## src/hw/rtl/ubab_pkg.sv

```systemverilog
`timescale 1ns / 1ps
package ubab_pkg;

   typedef enum logic [3:0] {
      PH_IDLE,
      PH_ECHO,
      PH_RD_HI,
      PH_RD_LO,
      PH_WR_HI,
      PH_WR_LO,
      PH_WR_VAL,
      PH_SR_ADDR,
      PH_SW_ADDR,
      PH_SW_VAL,
      PH_ACK_MASK,
      PH_WAIT_MEM,
      PH_WAIT_SFR
   } phase_type;

   localparam logic [1:0] OP_BYTE    = 2'd0;
   localparam logic [1:0] OP_INT     = 2'd1;
   localparam logic [1:0] OP_MEM_RET = 2'd2;
   localparam logic [1:0] OP_SFR_RET = 2'd3;

   localparam logic [2:0] KIND_TX     = 3'd0;
   localparam logic [2:0] KIND_MEM_RD = 3'd1;
   localparam logic [2:0] KIND_MEM_WR = 3'd2;
   localparam logic [2:0] KIND_SFR_RD = 3'd3;
   localparam logic [2:0] KIND_SFR_WR = 3'd4;

   localparam logic [7:0] CMD_LOOPBACK  = 8'h00;
   localparam logic [7:0] CMD_MEM_RD    = 8'h01;
   localparam logic [7:0] CMD_MEM_WR    = 8'h02;
   localparam logic [7:0] CMD_SFR_RD    = 8'h03;
   localparam logic [7:0] CMD_SFR_WR    = 8'h04;
   localparam logic [7:0] CMD_IRQ_CLEAR = 8'h05;

   localparam logic [15:0] WIN_LO       = 16'hC000;
   localparam logic [15:0] WIN_HI       = 16'hC00F;
   localparam logic [15:0] WIN_ID_ADDR  = 16'hC009;
   localparam logic [7:0]  WIN_ID_VALUE = 8'h60;
   localparam logic [15:0] SHADOW_ADDR  = 16'h00A8;
   localparam logic [7:0]  NOTE_BYTE    = 8'h7E;
   localparam logic [7:0]  ACK_BYTE     = 8'h00;
   localparam logic [7:0]  UNKNOWN_BYTE = 8'h3F;

   typedef struct packed {
      logic [1:0] opcode;
      logic [7:0] payload;
      logic [5:0] int_sources;
   } req_type;

   typedef struct packed {
      logic [2:0]  kind;
      logic [7:0]  byte_value;
      logic [15:0] bus_address;
      logic        last;
   } rsp_type;

   typedef struct packed {
      logic        has_bus;
      logic [2:0]  bus_kind;
      logic [7:0]  bus_value;
      logic [15:0] bus_addr;
      logic        has_reply;
      logic [7:0]  reply0;
      logic [7:0]  reply1;
      logic        has_note;
      logic [5:0]  note_mask;
   } job_type;

   typedef struct packed {
      logic    valid;
      job_type job;
   } queue_out_type;

endpackage

```

## src/hw/rtl/uart_bus_access_bridge_top.sv

```systemverilog
`timescale 1ns / 1ps
// UART command bridge. Each request transfer (received byte, interrupt
// sources or bus read return) is taken by the command parser, which turns
// it into a job of up to five response transfers (bus request, two reply
// bytes, two interrupt notice bytes) and queues it in a QUEUE_DEPTH-entry
// job queue. The response side emits one transfer per cycle from a
// registered output while rsp_stall does not hold it, sending each job's
// transfers in turn: none for parser-only bytes, up to five for a memory
// write with an interrupt notice. req_stall rises only while the job
// queue is full. Results come out in request order.
module uart_bus_access_bridge_top #(
   parameter int QUEUE_DEPTH = 2
) (
   input  logic              clock,
   input  logic              reset,
   input  logic              req_valid,
   output logic              req_stall,
   input  ubab_pkg::req_type req_data,
   output logic              rsp_valid,
   input  logic              rsp_stall,
   output ubab_pkg::rsp_type rsp_data
);
   import ubab_pkg::*;

   logic          accept;
   logic          push;
   job_type       push_job;
   logic          full;
   logic          pop;
   queue_out_type head;

   assign req_stall = full;
   assign accept    = req_valid && !full;

   ubab_front u_front (
      .clock    (clock),
      .reset    (reset),
      .accept   (accept),
      .req      (req_data),
      .push     (push),
      .push_job (push_job)
   );

   ubab_queue #(
      .DEPTH (QUEUE_DEPTH)
   ) u_queue (
      .clock    (clock),
      .reset    (reset),
      .push     (push),
      .push_job (push_job),
      .full     (full),
      .pop      (pop),
      .head     (head)
   );

   ubab_back u_back (
      .clock     (clock),
      .reset     (reset),
      .head      (head),
      .pop       (pop),
      .rsp_valid (rsp_valid),
      .rsp_stall (rsp_stall),
      .rsp_data  (rsp_data)
   );

endmodule

```

## src/hw/rtl/ubab_front.sv

```systemverilog
`timescale 1ns / 1ps
module ubab_front (
   input  logic              clock,
   input  logic              reset,
   input  logic              accept,
   input  ubab_pkg::req_type req,
   output logic              push,
   output ubab_pkg::job_type push_job
);
   import ubab_pkg::*;

   phase_type   phase_ff, phase_in;
   logic [15:0] addr_ff, addr_in;
   logic [5:0]  pend_ff, pend_in;
   logic [5:0]  sent_ff, sent_in;
   logic [7:0]  shadow_ff, shadow_in;
   job_type     job;
   logic        fin;
   logic [5:0]  fresh;
   logic [15:0] lo_addr;
   logic [7:0]  b;

   function automatic logic in_window(input logic [15:0] a);
      in_window = (a >= WIN_LO) && (a <= WIN_HI);
   endfunction

   function automatic logic sfr_listed(input logic [7:0] a);
      case (a)
         8'hB8, 8'h88, 8'h89, 8'h8A, 8'h8B, 8'h8C, 8'h8D,
         8'hD0, 8'hE0, 8'hF0, 8'h81, 8'h82, 8'h83, 8'h87: sfr_listed = 1'b1;
         default: sfr_listed = 1'b0;
      endcase
   endfunction

   always_ff @(posedge clock) begin
      if (reset) begin
         phase_ff  <= PH_IDLE;
         addr_ff   <= '0;
         pend_ff   <= '0;
         sent_ff   <= '0;
         shadow_ff <= '0;
      end else begin
         phase_ff  <= phase_in;
         addr_ff   <= addr_in;
         pend_ff   <= pend_in;
         sent_ff   <= sent_in;
         shadow_ff <= shadow_in;
      end
   end

   always_comb begin
      b         = req.payload;
      lo_addr   = {addr_ff[15:8], b};
      phase_in  = phase_ff;
      addr_in   = addr_ff;
      pend_in   = pend_ff;
      sent_in   = sent_ff;
      shadow_in = shadow_ff;
      job       = '0;
      fin       = 1'b0;
      fresh     = '0;
      if (accept) begin
         case (req.opcode)
            OP_BYTE: begin
               unique case (phase_ff)
                  PH_ECHO: begin
                     job.has_reply = 1'b1;
                     job.reply0    = b;
                     job.reply1    = ~b;
                     fin           = 1'b1;
                  end
                  PH_RD_HI: begin
                     addr_in  = {b, 8'h00};
                     phase_in = PH_RD_LO;
                  end
                  PH_RD_LO: begin
                     addr_in = lo_addr;
                     if (in_window(lo_addr)) begin
                        job.has_reply = 1'b1;
                        job.reply0    = (lo_addr == WIN_ID_ADDR) ? WIN_ID_VALUE : 8'h00;
                        job.reply1    = ~job.reply0;
                        fin           = 1'b1;
                     end else begin
                        job.has_bus  = 1'b1;
                        job.bus_kind = KIND_MEM_RD;
                        job.bus_addr = lo_addr;
                        phase_in     = PH_WAIT_MEM;
                     end
                  end
                  PH_WR_HI: begin
                     addr_in  = {b, 8'h00};
                     phase_in = PH_WR_LO;
                  end
                  PH_WR_LO: begin
                     addr_in  = lo_addr;
                     phase_in = PH_WR_VAL;
                  end
                  PH_WR_VAL: begin
                     if (!in_window(addr_ff)) begin
                        job.has_bus   = 1'b1;
                        job.bus_kind  = KIND_MEM_WR;
                        job.bus_value = b;
                        job.bus_addr  = addr_ff;
                     end
                     job.has_reply = 1'b1;
                     job.reply0    = ACK_BYTE;
                     job.reply1    = ~ACK_BYTE;
                     fin           = 1'b1;
                  end
                  PH_SR_ADDR: begin
                     addr_in = {8'h00, b};
                     if ({8'h00, b} == SHADOW_ADDR) begin
                        job.has_reply = 1'b1;
                        job.reply0    = shadow_ff;
                        job.reply1    = ~shadow_ff;
                        fin           = 1'b1;
                     end else if (sfr_listed(b)) begin
                        job.has_bus  = 1'b1;
                        job.bus_kind = KIND_SFR_RD;
                        job.bus_addr = {8'h00, b};
                        phase_in     = PH_WAIT_SFR;
                     end else begin
                        job.has_reply = 1'b1;
                        job.reply0    = 8'h00;
                        job.reply1    = 8'hFF;
                        fin           = 1'b1;
                     end
                  end
                  PH_SW_ADDR: begin
                     addr_in  = {8'h00, b};
                     phase_in = PH_SW_VAL;
                  end
                  PH_SW_VAL: begin
                     if (addr_ff == SHADOW_ADDR) begin
                        shadow_in = b;
                     end else if (sfr_listed(addr_ff[7:0])) begin
                        job.has_bus   = 1'b1;
                        job.bus_kind  = KIND_SFR_WR;
                        job.bus_value = b;
                        job.bus_addr  = addr_ff;
                     end
                     job.has_reply = 1'b1;
                     job.reply0    = ACK_BYTE;
                     job.reply1    = ~ACK_BYTE;
                     fin           = 1'b1;
                  end
                  PH_ACK_MASK: begin
                     sent_in       = sent_ff & ~b[5:0];
                     pend_in       = pend_ff & ~b[5:0];
                     job.has_reply = 1'b1;
                     job.reply0    = ACK_BYTE;
                     job.reply1    = ~ACK_BYTE;
                     fin           = 1'b1;
                  end
                  PH_WAIT_MEM, PH_WAIT_SFR: begin
                  end
                  default: begin
                     unique case (b)
                        CMD_LOOPBACK:  phase_in = PH_ECHO;
                        CMD_MEM_RD:    phase_in = PH_RD_HI;
                        CMD_MEM_WR:    phase_in = PH_WR_HI;
                        CMD_SFR_RD:    phase_in = PH_SR_ADDR;
                        CMD_SFR_WR:    phase_in = PH_SW_ADDR;
                        CMD_IRQ_CLEAR: phase_in = PH_ACK_MASK;
                        default: begin
                           job.has_reply = 1'b1;
                           job.reply0    = UNKNOWN_BYTE;
                           job.reply1    = UNKNOWN_BYTE;
                           fin           = 1'b1;
                        end
                     endcase
                  end
               endcase
            end
            OP_INT: begin
               if (phase_ff == PH_IDLE) begin
                  pend_in = pend_ff | (req.int_sources & shadow_ff[5:0] & ~sent_ff);
               end
            end
            OP_MEM_RET: begin
               if (phase_ff == PH_WAIT_MEM) begin
                  job.has_reply = 1'b1;
                  job.reply0    = b;
                  job.reply1    = ~b;
                  fin           = 1'b1;
               end
            end
            default: begin
               if (phase_ff == PH_WAIT_SFR) begin
                  job.has_reply = 1'b1;
                  job.reply0    = b;
                  job.reply1    = ~b;
                  fin           = 1'b1;
               end
            end
         endcase
         if (fin) begin
            fresh    = pend_in & ~sent_in;
            phase_in = PH_IDLE;
            if (fresh != 6'd0) begin
               sent_in       = sent_in | fresh;
               job.has_note  = 1'b1;
               job.note_mask = fresh;
            end
         end
      end
      push     = job.has_bus || job.has_reply;
      push_job = job;
   end

endmodule

```

## src/hw/rtl/ubab_queue.sv

```systemverilog
`timescale 1ns / 1ps
module ubab_queue #(
   parameter int DEPTH = 2
) (
   input  logic                    clock,
   input  logic                    reset,
   input  logic                    push,
   input  ubab_pkg::job_type       push_job,
   output logic                    full,
   input  logic                    pop,
   output ubab_pkg::queue_out_type head
);
   import ubab_pkg::*;

   localparam int AW = (DEPTH > 1) ? $clog2(DEPTH) : 1;
   localparam int CW = $clog2(DEPTH + 1);

   job_type         mem [DEPTH];
   logic [AW-1:0]   wr_ptr_ff, wr_ptr_in;
   logic [AW-1:0]   rd_ptr_ff, rd_ptr_in;
   logic [CW-1:0]   count_ff, count_in;
   logic            do_push, do_pop;

   assign full    = (count_ff == CW'(DEPTH));
   assign do_push = push && !full;
   assign do_pop  = pop && (count_ff != '0);

   always_comb begin
      wr_ptr_in = wr_ptr_ff;
      rd_ptr_in = rd_ptr_ff;
      count_in  = count_ff;
      if (do_push) begin
         wr_ptr_in = (wr_ptr_ff == AW'(DEPTH - 1)) ? '0 : wr_ptr_ff + AW'(1);
      end
      if (do_pop) begin
         rd_ptr_in = (rd_ptr_ff == AW'(DEPTH - 1)) ? '0 : rd_ptr_ff + AW'(1);
      end
      if (do_push && !do_pop) begin
         count_in = count_ff + CW'(1);
      end else if (do_pop && !do_push) begin
         count_in = count_ff - CW'(1);
      end
      head.valid = (count_ff != '0);
      head.job   = mem[rd_ptr_ff];
   end

   always_ff @(posedge clock) begin
      if (reset) begin
         wr_ptr_ff <= '0;
         rd_ptr_ff <= '0;
         count_ff  <= '0;
      end else begin
         wr_ptr_ff <= wr_ptr_in;
         rd_ptr_ff <= rd_ptr_in;
         count_ff  <= count_in;
      end
   end

   always_ff @(posedge clock) begin
      if (do_push) begin
         mem[wr_ptr_ff] <= push_job;
      end
   end

endmodule

```

## src/hw/rtl/ubab_back.sv

```systemverilog
`timescale 1ns / 1ps
module ubab_back (
   input  logic                    clock,
   input  logic                    reset,
   input  ubab_pkg::queue_out_type head,
   output logic                    pop,
   output logic                    rsp_valid,
   input  logic                    rsp_stall,
   output ubab_pkg::rsp_type       rsp_data
);
   import ubab_pkg::*;

   job_type    cur_ff, cur_in;
   logic [4:0] rem_ff, rem_in;
   logic [4:0] pick;
   logic [4:0] rem_next;
   logic       rsp_valid_ff, rsp_valid_in;
   rsp_type    rsp_ff, rsp_in;
   rsp_type    item;
   logic       out_free;
   logic       emit;

   always_comb begin
      out_free = !rsp_valid_ff || !rsp_stall;
      emit     = out_free && (rem_ff != 5'd0);
      pick     = rem_ff & (~rem_ff + 5'd1);
      rem_next = rem_ff & ~pick;

      item             = '0;
      item.kind        = KIND_TX;
      item.last        = (rem_next == 5'd0);
      if (pick[0]) begin
         item.kind        = cur_ff.bus_kind;
         item.byte_value  = cur_ff.bus_value;
         item.bus_address = cur_ff.bus_addr;
      end else if (pick[1]) begin
         item.byte_value = cur_ff.reply0;
      end else if (pick[2]) begin
         item.byte_value = cur_ff.reply1;
      end else if (pick[3]) begin
         item.byte_value = NOTE_BYTE;
      end else begin
         item.byte_value = {2'b00, cur_ff.note_mask};
      end

      pop = head.valid && ((rem_ff == 5'd0) || (emit && rem_next == 5'd0));

      cur_in = cur_ff;
      rem_in = rem_ff;
      if (pop) begin
         cur_in = head.job;
         rem_in = {head.job.has_note, head.job.has_note, head.job.has_reply,
                   head.job.has_reply, head.job.has_bus};
      end else if (emit) begin
         rem_in = rem_next;
      end

      rsp_valid_in = rsp_valid_ff;
      rsp_in       = rsp_ff;
      if (out_free) begin
         rsp_valid_in = emit;
         rsp_in       = item;
      end
   end

   always_ff @(posedge clock) begin
      if (reset) begin
         rem_ff       <= '0;
         rsp_valid_ff <= 1'b0;
      end else begin
         rem_ff       <= rem_in;
         rsp_valid_ff <= rsp_valid_in;
      end
   end

   always_ff @(posedge clock) begin
      cur_ff <= cur_in;
      rsp_ff <= rsp_in;
   end

   assign rsp_valid = rsp_valid_ff;
   assign rsp_data  = rsp_ff;

endmodule

```

## config.mk

```make
export PLATFORM = sky130hd
export DESIGN_NAME = uart_bus_access_bridge_top
export DESIGN_NICKNAME = d
export VERILOG_FILES = /design/src/hw/rtl/ubab_pkg.sv /design/src/hw/rtl/uart_bus_access_bridge_top.sv /design/src/hw/rtl/ubab_front.sv /design/src/hw/rtl/ubab_queue.sv /design/src/hw/rtl/ubab_back.sv
export SDC_FILE = /design/constraint.sdc
export NUM_CORES = 1
export LEC_CHECK = 0
export ABC_AREA = 1
export BUFFER_PORTS_ARGS = -buffer_cell sky130_fd_sc_hd__buf_2
export CORE_MARGIN = 2
export CORE_UTILIZATION = 40
export CTS_CLUSTER_DIAMETER = 30
export CTS_CLUSTER_SIZE = 20
export DETAILED_ROUTE_END_ITERATION = 8
export GPL_ROUTABILITY_DRIVEN = 0
export HOLD_SLACK_MARGIN = 0.12
export PLACE_DENSITY_LB_ADDON = 0.08
export SYNTH_ARGS = -nofsm -noshare
export SYNTH_HDL_FRONTEND = slang
export SYNTH_SLANG_ARGS = --single-unit
```

## constraint.sdc

```tcl
create_clock -name clock -period 5.4 [get_ports clock]
set_input_delay 0.81 -clock clock [delete_from_list [all_inputs] [get_ports clock]]
set_output_delay 0.81 -clock clock [all_outputs]
set_load 0.005 [all_outputs]
```

==> results.cfg <==
[routing]
num_vias = 7218
wirelength_um = 25000
wl_per_cell_um = 17.6
initialDrtViolationCount = 581
firstDrtPassIters = 5
postRouteAntennaNets = 0
drcViolationCount = 0
routed_via_density = 5.08

[setup_path]
rr_worst_depth = 9
r2r_start = u_front.phase_ff[3]$_SDFFE_PP0P_
start_kind = register
worst_path_max_delay_cell = o21ai_1
path_class = register to register
path_buf_inv = 3
r2r_slack_ns = 1.83
path_delay_family = compound AO/OA/AOI/OAI gates
r2r-end = u_queue.mem[0][50]$_DFFE_PP_
worstPathRequired_ns = 5.63
cpPeakStageDelay_ns = 0.74
crit_arrival_ns = 3.80
crit_fanout = 22
path_cells = inv_2 -> nor2_4 -> nand3_1 -> o21ai_1 -> inv_2 -> nand2_4 -> nand2_4 -> a21oi_4 -> buf_4
cp-end-kind = register

[layout]
final_area_um2 = 12700
final_common_cell = nand2_1
nFillCells = 2277
final_cell_mix = 200 x nand2_1, 181 x edfxtp_1, 91 x inv_1, 76 x a21oi_1, 65 x nor2_1
diodes = 0
areaGrowthSynthToFinish_pct = 23.9
drive_gt1_frac = 0.222
layout.nets = 1070

[status]
status = finished, final reports clean

[floorplan]
die_area_um2 = 26900
num_rows = 58
die_x_um = 164
start_util = 0.407
fp.dieH_um = 164
io_pins = 50
coreArea_um2 = 25200

[placement]
io_buffers = 49
placed_area_um2 = 10800
place_hpwl_um = 16700

[timing]
slew_headroom = 0.322
tns_ns = 0
finalCriticalPeriod_ns = 3.57
max_freq_ghz = 0.280
rsz0062_at_grt = false
hold_violations = 0
worst_pin_slew_ns = 1.01
finalSetupViolCount = 0
fin_skew_ns = 0.0148
fin_crit_sh = 0.661
slew_violations = 0

[synthesis]
yosysSeqAreaShare = 0.630
synthCells = 970
syn-cell-area_um2 = 10300
synth_fp_nets = 991
yosysWarnings = 0
synth_seq_cells = 232
ys_types = 44
avgSynthCellArea_um2 = 10.6

[min_path]
whs_path_depth = 1
hold_class = register to register
hp-start = u_queue.rd_ptr_ff$_SDFFE_PP0P_

[clock_network]
cts_hold_buf = 0
cts_setup_buffers = 0
clk_latency_ns = 0.55
clkTransAtPathRegs_ns = 0.05
cts_resized = 0
cts_sinks = 232
htree_levels = 2
cts_inserted_buffers = 53
ctsRootBufferMaster = clkbuf_16
cts.path.max_buffers = 3
cts_tree = done

[grt]
antenna_found_initial = 0
grt_overflow = 0
grt_max_degree = 56
grt_pass1_vias = 7058
grt_pass1_wl_um = 39400
grtUsageTotal = 0.193

[pwr]
p_leak_nw = 5.00
peakVddDrop_v = 0.000286
powerDensity_nw_per_um2 = 537

[flow_run]
drv_cap = 0
## Yosys cell counts, drive strengths merged
library cell	n	share of area
nor3	8	0.0054
clkbuf	16	0.0059
nor3b	4	0.0029
a211oi	12	0.0088
edfxtp	181	0.53
mux2	49	0.054
clkinv	2	0.00073
and3	1	0.00061
inv	104	0.038
a21boi	1	0.00073
o221ai	4	0.0034
a31oi	1	0.00061
o32ai	3	0.0026
buf	18	0.010
dfxtp	51	0.10
nand4	19	0.012
o2111ai	3	0.0026
and2	1	0.00061
o21bai	1	0.00073
xor2	1	0.00085
ha	1	0.0012
a31o	1	0.00085
a21oi	78	0.038
nand2	209	0.080
o22ai	5	0.0031
nand3	50	0.027
o21ai	57	0.029
o31ai	3	0.0022
nor2	77	0.033
o211ai	8	0.0059
a221o	1	0.00098
## cell families (layout without fill, tap and decap cells)
group                    count (synthesis)  in the layout  synth area share
AND/OR/NAND/NOR                        369            369             0.160
flip-flops                             232            232             0.630
AO/OA/AOI/OAI                          178            178            0.0990
buffers and inverters                  140            261            0.0552
multiplexers                            49             49            0.0538
adder cells (fa/ha/maj)                  1              1           0.00122
XOR/XNOR                                 1              1          0.000854
## metrics by stage
step / hold slack (ns) / total power [W] / util / cells / worst slack (ns)
after detailed placement: 0.435 / 0.00359 / 0.430 / 1324 / 1.48
after floorplan: 0.426 / 0.00322 / - / 970 / 0.390
final: 0.447 / 0.00683 / 0.505 / 1421 / 1.83
after CTS: 0.443 / 0.00691 / 0.505 / 1421 / 1.83
after global placement: 0.432 / 0.00358 / 0.430 / 1324 / 1.56
after global routing: 0.473 / 0.00716 / 0.505 / 1421 / 1.66
## flip-flops by register name (all words and copies together), names as in the netlist, named ones only
signal,count
u_queue.rd_ptr_ff,1
u_front.sent_ff,6
u_queue.wr_ptr_ff,1
u_front.pend_ff,6
u_front.shadow_ff,8
u_queue.count_ff,2
u_back.rsp_data,28
u_queue.mem,104
u_front.phase_ff,4
u_front.addr_ff,16
u_back.rsp_valid,1
u_back.cur_ff,49
u_back.rem_ff,5
## report_power, final
group	internal, W	switching [W]	leakage, nW
Combinational	0.000332	0.000676	1.94
Clock	0.00228	0.00102	0.886
Sequential	0.00242	0.0000984	2.18
Total	0.00503	0.00179	5.00
## worst max path at each step
stage,endpoint,slack (ns),startpoint,cells past startpoint
after floorplan,u_queue.mem[0][0]$_DFFE_PP_,0.39,req_data[8],14
final,u_queue.mem[0][50]$_DFFE_PP_,1.83,u_front.phase_ff[3]$_SDFFE_PP0P_,9
after global routing,u_queue.mem[0][25]$_DFFE_PP_,1.66,u_front.phase_ff[3]$_SDFFE_PP0P_,9
after detailed placement,u_queue.mem[0][38]$_DFFE_PP_,1.48,req_data[15],10
after CTS,u_queue.mem[0][50]$_DFFE_PP_,1.83,u_front.phase_ff[3]$_SDFFE_PP0P_,9
after global placement,u_queue.mem[0][37]$_DFFE_PP_,1.56,req_data[15],10
## metal layers
| metal | up-vias | wire length, um | track usage |
|---|---|---|---|
| li1 | 3558 | - | - |
| met4 | 0 | 450 | 0.0554 |
| met5 | - | 0 | 0 |
| met3 | 39 | 1360 | 0.0442 |
| met1 | 3406 | 12400 | 0.284 |
| met2 | 215 | 10800 | 0.285 |
## layout make-up
cell class | instances | area, um2 | area share
Timing Repair Buffer | 58 | 313 | 0.0246
Sequential cell | 232 | 6460 | 0.508
Clock buffer | 58 | 1350 | 0.106
Inverter | 106 | 398 | 0.0313
Tap cell | 330 | 413 | 0.0325
Clock inverter | 39 | 523 | 0.0412
Multi-Input combinational cell | 598 | 3260 | 0.256
## worst register-to-register path, delay by kind of cell, from the launching register on
kind / cells / cell delay (ns)
DFF: 1 / 0.54
and+or+nand+nor: 4 / 0.62
buffers and inverters: 3 / 0.70
AOI/OAI and AO/OA: 2 / 1.40
Note: power is estimated with default switching activity, not from simulation.
